**src/sv/dls_dly.sv**
```systemverilog
// ----------------------------------------------------------------------------
// dls_dly
// Enabled shift line that keeps side values aligned with the arithmetic units.
// ----------------------------------------------------------------------------
module dls_dly #(
   parameter int WIDTH = 64,
   parameter int DEPTH = 1
) (
   input  logic             clock,
   input  logic             en,
   input  logic [WIDTH-1:0] din,
   output logic [WIDTH-1:0] dout
);

   logic [WIDTH-1:0] tap_ff [DEPTH];

   always_ff @(posedge clock) begin
      if (en) begin
         tap_ff[0] <= din;
         for (int i = 1; i < DEPTH; i++) begin
            tap_ff[i] <= tap_ff[i-1];
         end
      end
   end

   assign dout = tap_ff[DEPTH-1];

endmodule

```
**config.mk**
```make
export PLATFORM = sky130hd
export DESIGN_NAME = dls_dly
export DESIGN_NICKNAME = d
export VERILOG_FILES = /design/src/sv/dls_dly.sv
export SDC_FILE = /design/constraint.sdc
export NUM_CORES = 1
export LEC_CHECK = 0
export ABC_AREA = 1
export BUFFER_PORTS_ARGS = -buffer_cell sky130_fd_sc_hd__buf_2
export CAP_MARGIN = 25
export CORE_MARGIN = 2
export CORE_UTILIZATION = 30
export CTS_BUF_LIST = sky130_fd_sc_hd__clkbuf_4 sky130_fd_sc_hd__clkbuf_8
export DETAILED_ROUTE_END_ITERATION = 10
export GPL_TIMING_DRIVEN = 1
export PLACE_DENSITY = 0.6
export SLEW_MARGIN = 20
export SYNTH_ARGS = -nofsm -noshare
export SYNTH_HDL_FRONTEND = slang
export SYNTH_SLANG_ARGS = --single-unit
```
**constraint.sdc**
```tcl
create_clock -name clock -period 0.8 [get_ports clock]
set_input_delay 0.08 -clock clock [delete_from_list [all_inputs] [get_ports clock]]
set_output_delay 0.08 -clock clock [all_outputs]
set_load 0.1 [all_outputs]
```
# --- Yosys cells after proc, flatten, opt, wreduce, memory -nomap -nowiden ---
# Memories as Yosys holds them, arrays and structs flattened.
# Index checks and enable logic that the tools add are counted.
op_classes:
  n_eq_ne: 0
  div: 0
  bitwise: 0
  n_lt_le_gt_ge: 0
  n_mux: 2
  n_mul: 0
  addsub: 0
  shifts: 0
  n_reduce_logical: 0
ops:
  columns: ["op", "n"]
  rows:
  - ["two-way mux 1 bit", 2]
totals:
  output_inout_bits: 64
  romBits: 0
  latch_bits: 0
  wordCells: 3
  ram_bits: 64
  memories: 1
  ff_bits: 0
  input_bits: 66
memory_table:
  columns: ["memory", "depth", "width", "read_ports", "rd_ports_with_merged_regs", "wr", "line_no", "text"]
  rows:
  - ["tap_ff", 1, 64, 1, 0, 1, "15", "logic [WIDTH-1:0] tap_ff [DEPTH];"]

# --- Logic depth before layout (Yosys ltp) ---
# Gate-level depths: netlist (run 1).
logic_depth:
  word_depth: 2
  depth_mapped: 0
  mapped_depth_nobuf: 0

# --- Worst setup path before layout (run 1) ---
# No wires, ideal clock.
synth_timing:
  path_kind: "register to output"
  start: "memory tap_ff[0][0]"
  end: "output dout[0]"
  required_time_ps: 720
  stages_incl_launch_ff: 1
  path_buffers: 0
  arrival_time_ps: 904
  path_slack_ps: -184
  path_cell_list: "edfxtp_1"
synth_between:
  elab_chain_cells: 1
synth_rtl:
  columns: ["item", "line_no", "text"]
  rows:
  - ["start: declaration", "15", null]
  - ["memory read (1 x 64 bit)", null, null]
  - ["end: declaration", "12", "output logic [WIDTH-1:0] dout"]
# No other way between the ends.

# --- Worst setup path in the final report (run 1) ---
layout_timing:
  start: "memory tap_ff[0][20]"
  end: "output dout[20]"
# Same word-level chain as after synthesis.

==> results of run 1 <==
[synth_stat cells, drive strengths merged]
cell	count
edfxtp	64
[per-layer routing]
| metal | vias up | wire [um] |
|---|---|---|
| met5 | - | 0 |
| met1 | 678 | 2040 |
| li1 | 672 | - |
| met2 | 83 | 2990 |
| met4 | 0 | 65 |
| met3 | 4 | 611 |
[final cells by class]
cell class	instances	area share
repair buffers	195	0.507
flip-flops and latches	64	0.426
clock buffers	9	0.0274
well taps	77	0.0213
clock inverters	6	0.0188
[cells by family after synthesis]
logic type	Yosys count	share of synthesized area
flip-flops	64	1.00
[stage by stage]
step	cell area (um2)	util	setup slack, ns	total power [uW]	std cells
finish	4510	0.719	-0.271	10600	351
global route	4510	0.719	-0.316	10900	351
CTS	4510	0.719	-0.262	10600	351
detailed placement	3660	0.584	0.0347	7470	272
global placement	3660	0.584	0.0480	7440	272
floorplan	1920	-	-0.184	6030	64
[layout by cell type, fill, tap and decap left out]
cell type      Yosys  layout
buf_12             0      66
buf_2              0      65
dlygate4sd3_1      0      64
edfxtp_1          64      64
clkbuf_8           0       9
clkinv_2           0       2
clkinvlp_4         0       2
bufinv_16          0       2
[repair_timing]
item,CTS,global route
buffers inserted,0,0
endpoints found under the setup margin,64,64
endpoints found under the hold margin,64,0
hold buffers,64,0
[power groups by stage]
stage / logic (uW) / registers [uW] / clock network [uW]
after floorplan: 0 / 6030 / 0
after global placement: 3170 / 4270 / 0
after detailed placement: 3190 / 4290 / 0
after CTS: 3430 / 4220 / 2990
after global routing: 3510 / 4240 / 3190
final: 3440 / 4220 / 2960
[worst min path at each step]
stage	startpoint	end	cells after the start
after CTS	en	tap_ff[0][18]$_DFFE_PP_	2
after global routing	en	tap_ff[0][42]$_DFFE_PP_	2
after detailed placement	din[52]	tap_ff[0][52]$_DFFE_PP_	1
after global placement	din[6]	tap_ff[0][6]$_DFFE_PP_	1
after floorplan	din[0]	tap_ff[0][0]$_DFFE_PP_	0
final	en	tap_ff[0][29]$_DFFE_PP_	2
==> results.sh, run 1 <==
export IMPL_status="finished with violations"
export IMPL_violations="negative setup slack"
export IMPL_cp_required_ns=0.72
export IMPL_clk_pin_slew_worst_paths_ns=0.07
export IMPL_met1_usage=0.181
export IMPL_syn_cell_area_mm2=0.00192
export IMPL_nMultiInputCombCells=0
export IMPL_n_antenna_cell=0
export IMPL_power_frac_comb=0.324
export IMPL_endpoint="dout[20]"
export IMPL_finalCritPeriodShare=1.34
export IMPL_vias=1437
export IMPL_clockPowerShare=0.279
export IMPL_finalNetCount=336
export IMPL_busiest_layer="met2"
export IMPL_drcViolationCount=0
export IMPL_io_pins=130
export IMPL_synth_seq_cells=64
export IMPL_power_leakage_uw=0.00187
export IMPL_place_gp_congestion=0.670
export IMPL_overflow=0
export IMPL_die_w_um=84.0
export IMPL_path_delay_family="flip-flops"
export IMPL_nFillCells=365
export IMPL_path_depth=1
export IMPL_critical_path_endpoint_type="primary output"
export IMPL_grt_use_met2=0.289
export IMPL_wirelength_um=5710
export IMPL_worst_slew_pin_slew_ns=0.189
export IMPL_critPathLaunchType="flip-flop"
export IMPL_synth_cell_types=1
export IMPL_fin_crit_ns=1.07
export IMPL_maxCapViolations=0
export IMPL_dr_pass1_iters=4
export IMPL_ir_worst_vdd_v=0.00224
export IMPL_cts_htree_levels=3
export IMPL_io_buffers=129
export IMPL_worst_slack_ns=-0.271
export IMPL_multi_input_area_um2=0
export IMPL_row_count=29
export IMPL_grt_max_degree=36
export IMPL_syn2layout_area_growth_pct=135
export IMPL_drive_gt1_frac=0.533
export IMPL_reg_top3="tap_ff (64)"
export IMPL_grtUsageMet3=0.106
export IMPL_rsz0062_at_grt="yes"
export IMPL_critPathMaxFanout=1
export IMPL_die_h_um=84.0
export IMPL_wl_per_cell_um=16.3
export IMPL_p_int_uw=7010
export IMPL_synth_top_area_share=1.00
export IMPL_slew_viol_final=0
export IMPL_clock_fmax_mhz=933
export IMPL_netlist_instances=64
export IMPL_sw_frac_of_total=0.340
export IMPL_post_cts_resized=0
export IMPL_hp_class="in2reg"
export IMPL_finalSetupViolCount=64
export IMPL_synth_area_top_cells="edfxtp_1 100%"
export IMPL_cts_made_buffers=9
export IMPL_hold_worst_slack_ns=0.243
export IMPL_slew_headroom=0.874
export IMPL_worstSetupPathType="reg2out"
export IMPL_hold_viol=0
export IMPL_worst_path_buf_inv=1
export IMPL_postSynthAreaPerCell_um2=30.0
export IMPL_p_seq_frac=0.397
export IMPL_synthesis_nets=130
export IMPL_critPathMaxStageDelay_ns=0.46
export IMPL_path_cells="buf_12"
export IMPL_cts_tree="built"
export IMPL_grt_pass1_vias=1683
export IMPL_synth_top_area_cell="edfxtp_1"
export IMPL_tns_ns=-13.87
export IMPL_core_area_mm2=0.00628
export IMPL_grt_pass1_wl_um=8820
export IMPL_ant_nets=0
export IMPL_largest_reg_flops=64
export IMPL_critPathSlowestCell="edfxtp_1"
export IMPL_root_buffer="clkbuf_8"
export IMPL_grt_use_total=0.173
export IMPL_cts_sinks=64
export IMPL_largest_register="tap_ff"
export IMPL_drtIter0Drc=60
export IMPL_cp_startpoint="tap_ff[0][20]$_DFFE_PP_"
export IMPL_viasPerCell=4.09
export IMPL_start_util=0.306
export IMPL_die_area_mm2=0.00706
export IMPL_cp_arrival_ns=0.99
export IMPL_power_density_mw_per_mm2=2350
export IMPL_seq_area_mm2=0.00192
export IMPL_ys_seq_area_frac=1.00
export IMPL_antenna_found_initial=0
export IMPL_yosysWarnings=0
export IMPL_ctsLongestPathBuffers=2
export IMPL_p_switching_uw=3610
(Power assumes the default switching activity.)
==> run 2: changes to the inputs <==
--- a/config.mk
+++ b/config.mk
@@ -8,12 +8,15 @@
 export ABC_AREA = 1
 export BUFFER_PORTS_ARGS = -buffer_cell sky130_fd_sc_hd__buf_2
 export CAP_MARGIN = 25
+export CELL_PAD_IN_SITES_DETAIL_PLACEMENT = 1
+export CELL_PAD_IN_SITES_GLOBAL_PLACEMENT = 1
 export CORE_MARGIN = 2
 export CORE_UTILIZATION = 30
 export CTS_BUF_LIST = sky130_fd_sc_hd__clkbuf_4 sky130_fd_sc_hd__clkbuf_8
 export DETAILED_ROUTE_END_ITERATION = 10
+export GPL_ROUTABILITY_DRIVEN = 0
 export GPL_TIMING_DRIVEN = 1
-export PLACE_DENSITY = 0.6
+export PLACE_DENSITY = 0.72
 export SLEW_MARGIN = 20
 export SYNTH_ARGS = -nofsm -noshare
 export SYNTH_HDL_FRONTEND = slang
==> run 2 against run 1 <==
  * The flow still finishes with violations (negative setup slack)
  * Sequential share of layout area up 0.38 points
  * First-iteration DRC count down 62%
  * Final area down 0.89%
  * Die area unchanged
  * Critical endpoint is now dout[29]
  * Highest routed layer unchanged
==> results.sh, run 2 (synthesis gave the netlist of run 1 again) <==
export IMPL_antenna_found_initial=0
export IMPL_utilization=0.713
export IMPL_final_cell_mix="66 x buf_12, 65 x buf_2, 64 x dlygate4sd3_1, 64 x edfxtp_1, 9 x clkbuf_8"
export IMPL_dr_pass1_iters=4
export IMPL_reg_top3="tap_ff (64)"
export IMPL_slew_viol_final=0
export IMPL_row_count=29
export IMPL_slew_headroom=0.867
export IMPL_multi_input_area_um2=0
export IMPL_place_inst=273
export IMPL_start_util=0.306
export IMPL_cts_made_buffers=9
export IMPL_vias=1473
export IMPL_finalSetupViolCount=64
export IMPL_nMultiInputCombCells=0
export IMPL_cts_tree="built"
export IMPL_die_w_um=84.0
export IMPL_root_buffer="clkbuf_8"
export IMPL_cp_required_ns=0.72
export IMPL_path_cells="buf_12"
export IMPL_path_delay_family="flip-flops"
export IMPL_largest_reg_flops=64
export IMPL_overflow=0
export IMPL_hp_class="in2reg"
export IMPL_io_pins=130
export IMPL_hold_worst_slack_ns=0.0699
export IMPL_grt_pass1_vias=1774
export IMPL_critPathSlowestCell="edfxtp_1"
export IMPL_n_antenna_cell=0
export IMPL_ant_nets=0
export IMPL_ir_worst_vdd_v=0.00136
export IMPL_pre_cts_ws_ns=0.0261
export IMPL_finalCritPeriodShare=1.37
export IMPL_worstSetupPathType="reg2out"
export IMPL_cp_arrival_ns=1.02
export IMPL_worst_slack_ns=-0.297
export IMPL_nFillCells=516
export IMPL_ctsLongestPathBuffers=2
export IMPL_io_buffers=129
export IMPL_rsz0062_at_grt="yes"
export IMPL_final_cells=352
export IMPL_viasPerCell=4.18
export IMPL_seq_area_mm2=0.00192
export IMPL_hold_viol=0
export IMPL_power_leakage_uw=0.00186
export IMPL_post_cts_setup_buffers=0
export IMPL_die_h_um=84.0
export IMPL_layout_commonest_cell="buf_12"
export IMPL_cts_htree_levels=3
export IMPL_drive_gt1_frac=0.527
export IMPL_critPathMaxFanout=1
export IMPL_maxCapViolations=0
export IMPL_die_area_mm2=0.00706
export IMPL_grt_use_total=0.205
export IMPL_clk_pin_slew_worst_paths_ns=0.07
export IMPL_grt_max_degree=28
export IMPL_cts_sinks=64
export IMPL_largest_register="tap_ff"
export IMPL_critPathLaunchType="flip-flop"
export IMPL_tns_ns=-14.26
export IMPL_clock_fmax_mhz=912
export IMPL_wl_per_cell_um=18.8
export IMPL_syn2layout_area_growth_pct=133
export IMPL_worst_slew_pin_slew_ns=0.200
export IMPL_core_area_mm2=0.00628
export IMPL_status="finished with violations"
export IMPL_worst_path_buf_inv=1
export IMPL_fin_crit_ns=1.10
export IMPL_drcViolationCount=0
export IMPL_violations="negative setup slack"
export IMPL_critical_path_endpoint_type="primary output"
export IMPL_drtIter0Drc=23
export IMPL_critPathMaxStageDelay_ns=0.47
export IMPL_power_density_mw_per_mm2=2250
export IMPL_finalNetCount=337
export IMPL_grt_pass1_wl_um=10200
export IMPL_wirelength_um=6610
[run 2: cell count changes in the layout (fill, tap and decap cells not counted), sizes merged]
cell,before,now
clkbuf,9,13
bufinv,2,0
clkinvlp,2,0
buf,131,132
[run 2: timing repair]
action | in CTS | in global routing
endpoints found under the setup margin | 64 | 64
hold buffers | 64 | 0
endpoints found under the hold margin | 64 | 0
resized for setup | 0 | 0
pin swaps | 0 | 0
gates cloned | 0 | 0
[run 2: metal layers]
metal / GRT usage / vias to the layer above / part of all wire
met4: 0.0953 / 0 / 0.022
met2: 0.382 / 64 / 0.58
met1: 0.212 / 724 / 0.35
li1: - / 673 / -
met5: 0 / - / 0
met3: 0.0524 / 12 / 0.049
[run 2: final timing paths]
| path | startpoint | end | slack (ns) | depth (start not counted) |
|---|---|---|---|---|
| min | en | tap_ff[0][1]$_DFFE_PP_ | 0.07 | 1 |
| max | tap_ff[0][29]$_DFFE_PP_ | dout[29] | -0.30 | 1 |
[run 2: area by class of cell]
| class | count | area share |
|---|---|---|
| Clock buffer | 13 | 0.0344 |
| Timing Repair Buffer | 196 | 0.513 |
| Sequential cell | 64 | 0.430 |
| Tap cell | 77 | 0.0215 |
| Clock inverter | 2 | 0.00168 |
[run 2: power breakdown]
group / switching (uW) / total [uW] / internal, uW / leakage (uW)
logic: 2170 / 3450 / 1280 / 0.00115
registers: 232 / 4240 / 4000 / 0.000626
clock network: 1140 / 2360 / 1230 / 0.0000862
[run 2: per-stage QoR]
| step | area (um2) | power (uW) |
|---|---|---|
| finish | 4470 | 10100 |
| global route | 4470 | 10300 |
| CTS | 4470 | 10100 |
| detailed placement | 3670 | 7490 |
| global placement | 3670 | 7440 |
| floorplan | 1920 | 6030 |
==> run 3: changes to the inputs <==
--- a/config.mk
+++ b/config.mk
@@ -16,8 +16,9 @@
 export DETAILED_ROUTE_END_ITERATION = 10
 export GPL_ROUTABILITY_DRIVEN = 0
 export GPL_TIMING_DRIVEN = 1
-export PLACE_DENSITY = 0.72
+export PLACE_DENSITY = 0.75
 export SLEW_MARGIN = 20
 export SYNTH_ARGS = -nofsm -noshare
 export SYNTH_HDL_FRONTEND = slang
 export SYNTH_SLANG_ARGS = --single-unit
+export TNS_END_PERCENT = 10
==> constraint.sdc (replaced) <==
create_clock -name clock -period 1 [get_ports clock]
set_input_delay 0.1 -clock clock [delete_from_list [all_inputs] [get_ports clock]]
set_output_delay 0.1 -clock clock [all_outputs]
set_load 0.1 [all_outputs]
==> run 3 against run 2 <==
  * Sequential cell count is the same
  * The run still ends with negative setup slack left
  * Count of clock-buffer cells in the layout shrank 3
  * Largest power group unchanged
  * Sequential power shrank 20%
  * Global-route usage shrank 2.5 points
  * Die area is the same
  * Cell count shrank 0.28%
  * Via count shrank 1.5%
  * Utilization shrank 0.20 points
  * Sequential share of layout area grew 0.12 points
  * Combinational power shrank 20%
==> results.sh, run 3 (synthesis gave the netlist of run 1 again) <==
export IMPL_utilization=0.711
export IMPL_cp_arrival_ns=0.96
export IMPL_power_frac_comb=0.346
export IMPL_hold_viol=0
export IMPL_sw_frac_of_total=0.356
export IMPL_layout_commonest_cell="buf_12"
export IMPL_io_pins=130
export IMPL_die_h_um=84.0
export IMPL_die_area_mm2=0.00706
export IMPL_io_buffers=129
export IMPL_slew_headroom=0.872
export IMPL_wl_per_cell_um=16.9
export IMPL_worst_slack_ns=-0.0583
export IMPL_cts_made_buffers=9
export IMPL_ant_nets=0
export IMPL_slew_viol_final=0
export IMPL_overflow=0
export IMPL_wirelength_um=5940
export IMPL_min_to="tap_ff[0][59]$_DFFE_PP_"
export IMPL_clockPowerShare=0.229
export IMPL_status="finished with violations"
export IMPL_critPathSlowestCell="edfxtp_1"
export IMPL_path_cells="buf_12"
export IMPL_grt_use_total=0.179
export IMPL_critPathMaxStageDelay_ns=0.44
export IMPL_largest_reg_flops=64
export IMPL_critPathLaunchType="flip-flop"
export IMPL_post_cts_resized=0
export IMPL_cts_tree="built"
export IMPL_worst_slew_pin_slew_ns=0.192
export IMPL_grt_pass1_vias=1726
export IMPL_hold_worst_slack_ns=0.267
export IMPL_final_cell_mix="66 x buf_12, 65 x buf_2, 64 x dlygate4sd3_1, 64 x edfxtp_1, 9 x clkbuf_8"
export IMPL_grt_max_degree=36
export IMPL_final_cells=351
export IMPL_critical_path_endpoint_type="primary output"
export IMPL_multi_input_area_um2=0
export IMPL_path_delay_family="flip-flops"
export IMPL_violations="negative setup slack"
export IMPL_reg_top3="tap_ff (64)"
export IMPL_n_antenna_cell=0
export IMPL_ir_worst_vdd_v=0.00111
export IMPL_row_count=29
export IMPL_root_buffer="clkbuf_8"
export IMPL_start_util=0.306
export IMPL_antenna_found_initial=0
export IMPL_nMultiInputCombCells=0
export IMPL_p_switching_uw=2830
export IMPL_drcViolationCount=0
export IMPL_power_leakage_uw=0.00186
export IMPL_finalCritPeriodShare=1.06
export IMPL_clk_pin_slew_worst_paths_ns=0.07
export IMPL_cp_required_ns=0.90
export IMPL_cts_sinks=64
export IMPL_p_int_uw=5120
export IMPL_dpl_hpwl_um=3630
export IMPL_drive_gt1_frac=0.533
export IMPL_hp_class="in2reg"
export IMPL_clock_fmax_mhz=945
export IMPL_worstSetupPathType="reg2out"
export IMPL_fin_crit_ns=1.06
export IMPL_rsz0062_at_grt="yes"
export IMPL_drtIter0Drc=80
export IMPL_ctsLongestPathBuffers=2
export IMPL_p_seq_frac=0.425
export IMPL_nFillCells=500
export IMPL_finalSetupViolCount=64
export IMPL_core_area_mm2=0.00628
export IMPL_dr_pass1_iters=4
export IMPL_power_density_mw_per_mm2=1780
export IMPL_worst_path_buf_inv=1
export IMPL_vias=1451
export IMPL_critPathMaxFanout=1
export IMPL_place_inst=272
export IMPL_finalNetCount=336
export IMPL_largest_register="tap_ff"
export IMPL_maxCapViolations=0
export IMPL_seq_area_mm2=0.00192
export IMPL_syn2layout_area_growth_pct=132
export IMPL_grt_pass1_wl_um=9320
export IMPL_viasPerCell=4.13
export IMPL_min_from="en"
export IMPL_hold_path_depth=2
export IMPL_cts_htree_levels=3
export IMPL_die_w_um=84.0
[run 3: how the worst max path moves through the flow]
stage / startpoint / to / slack, ns / cells past startpoint
global placement: en / tap_ff[0][37]$_DFFE_PP_ / 0.22 / 2
finish: tap_ff[0][48]$_DFFE_PP_ / dout[48] / -0.06 / 1
CTS: tap_ff[0][32]$_DFFE_PP_ / dout[32] / -0.09 / 1
global route: tap_ff[0][48]$_DFFE_PP_ / dout[48] / -0.09 / 1
floorplan: tap_ff[0][0]$_DFFE_PP_ / dout[0] / -0.004 / 0
detailed placement: en / tap_ff[0][37]$_DFFE_PP_ / 0.20 / 2
[run 3: power groups by stage]
stage	logic (uW)	registers [uW]	clock network, uW
6_report	2750	3380	1820
5_1_grt	2810	3400	1990
4_1_cts	2750	3380	1900
3_5_place_dp	2550	3440	0
3_3_place_gp	2520	3420	0
2_1_floorplan	0	4820	0
[run 3: what timing repair did]
| item | in CTS | in global routing |
|---|---|---|
| setup buffers | 0 | 0 |
| hold endpoints to repair | 64 | 0 |
| hold buffers | 64 | 0 |
| setup endpoints to repair | 64 | 64 |
[run 3: area by class of cell]
class	instances	area share
Timing Repair Buffer	195	0.513
Sequential cell	64	0.431
Clock buffer	10	0.0294
Tap cell	77	0.0216
Clock inverter	5	0.00561
[run 3: through the flow]
stage | setup TNS (ns) | total power [uW] | area [um2] | worst slack, ns
after detailed placement | 0 | 5990 | 3660 | 0.204
final | -2.01 | 7950 | 4460 | -0.0583
after CTS | -3.61 | 8020 | 4460 | -0.0864
after global placement | 0 | 5940 | 3660 | 0.222
after floorplan | -0.257 | 4820 | 1920 | -0.00402
after global routing | -4.30 | 8190 | 4460 | -0.0937
[run 3: metal layers]
layer,routed length (um),part of all wire,up-vias,track usage
met2,3480,0.59,76,0.340
met3,422,0.071,4,0.0653
met4,46,0.0077,0,0.0440
met1,1990,0.33,699,0.185
met5,0,0,-,0
li1,-,-,672,-
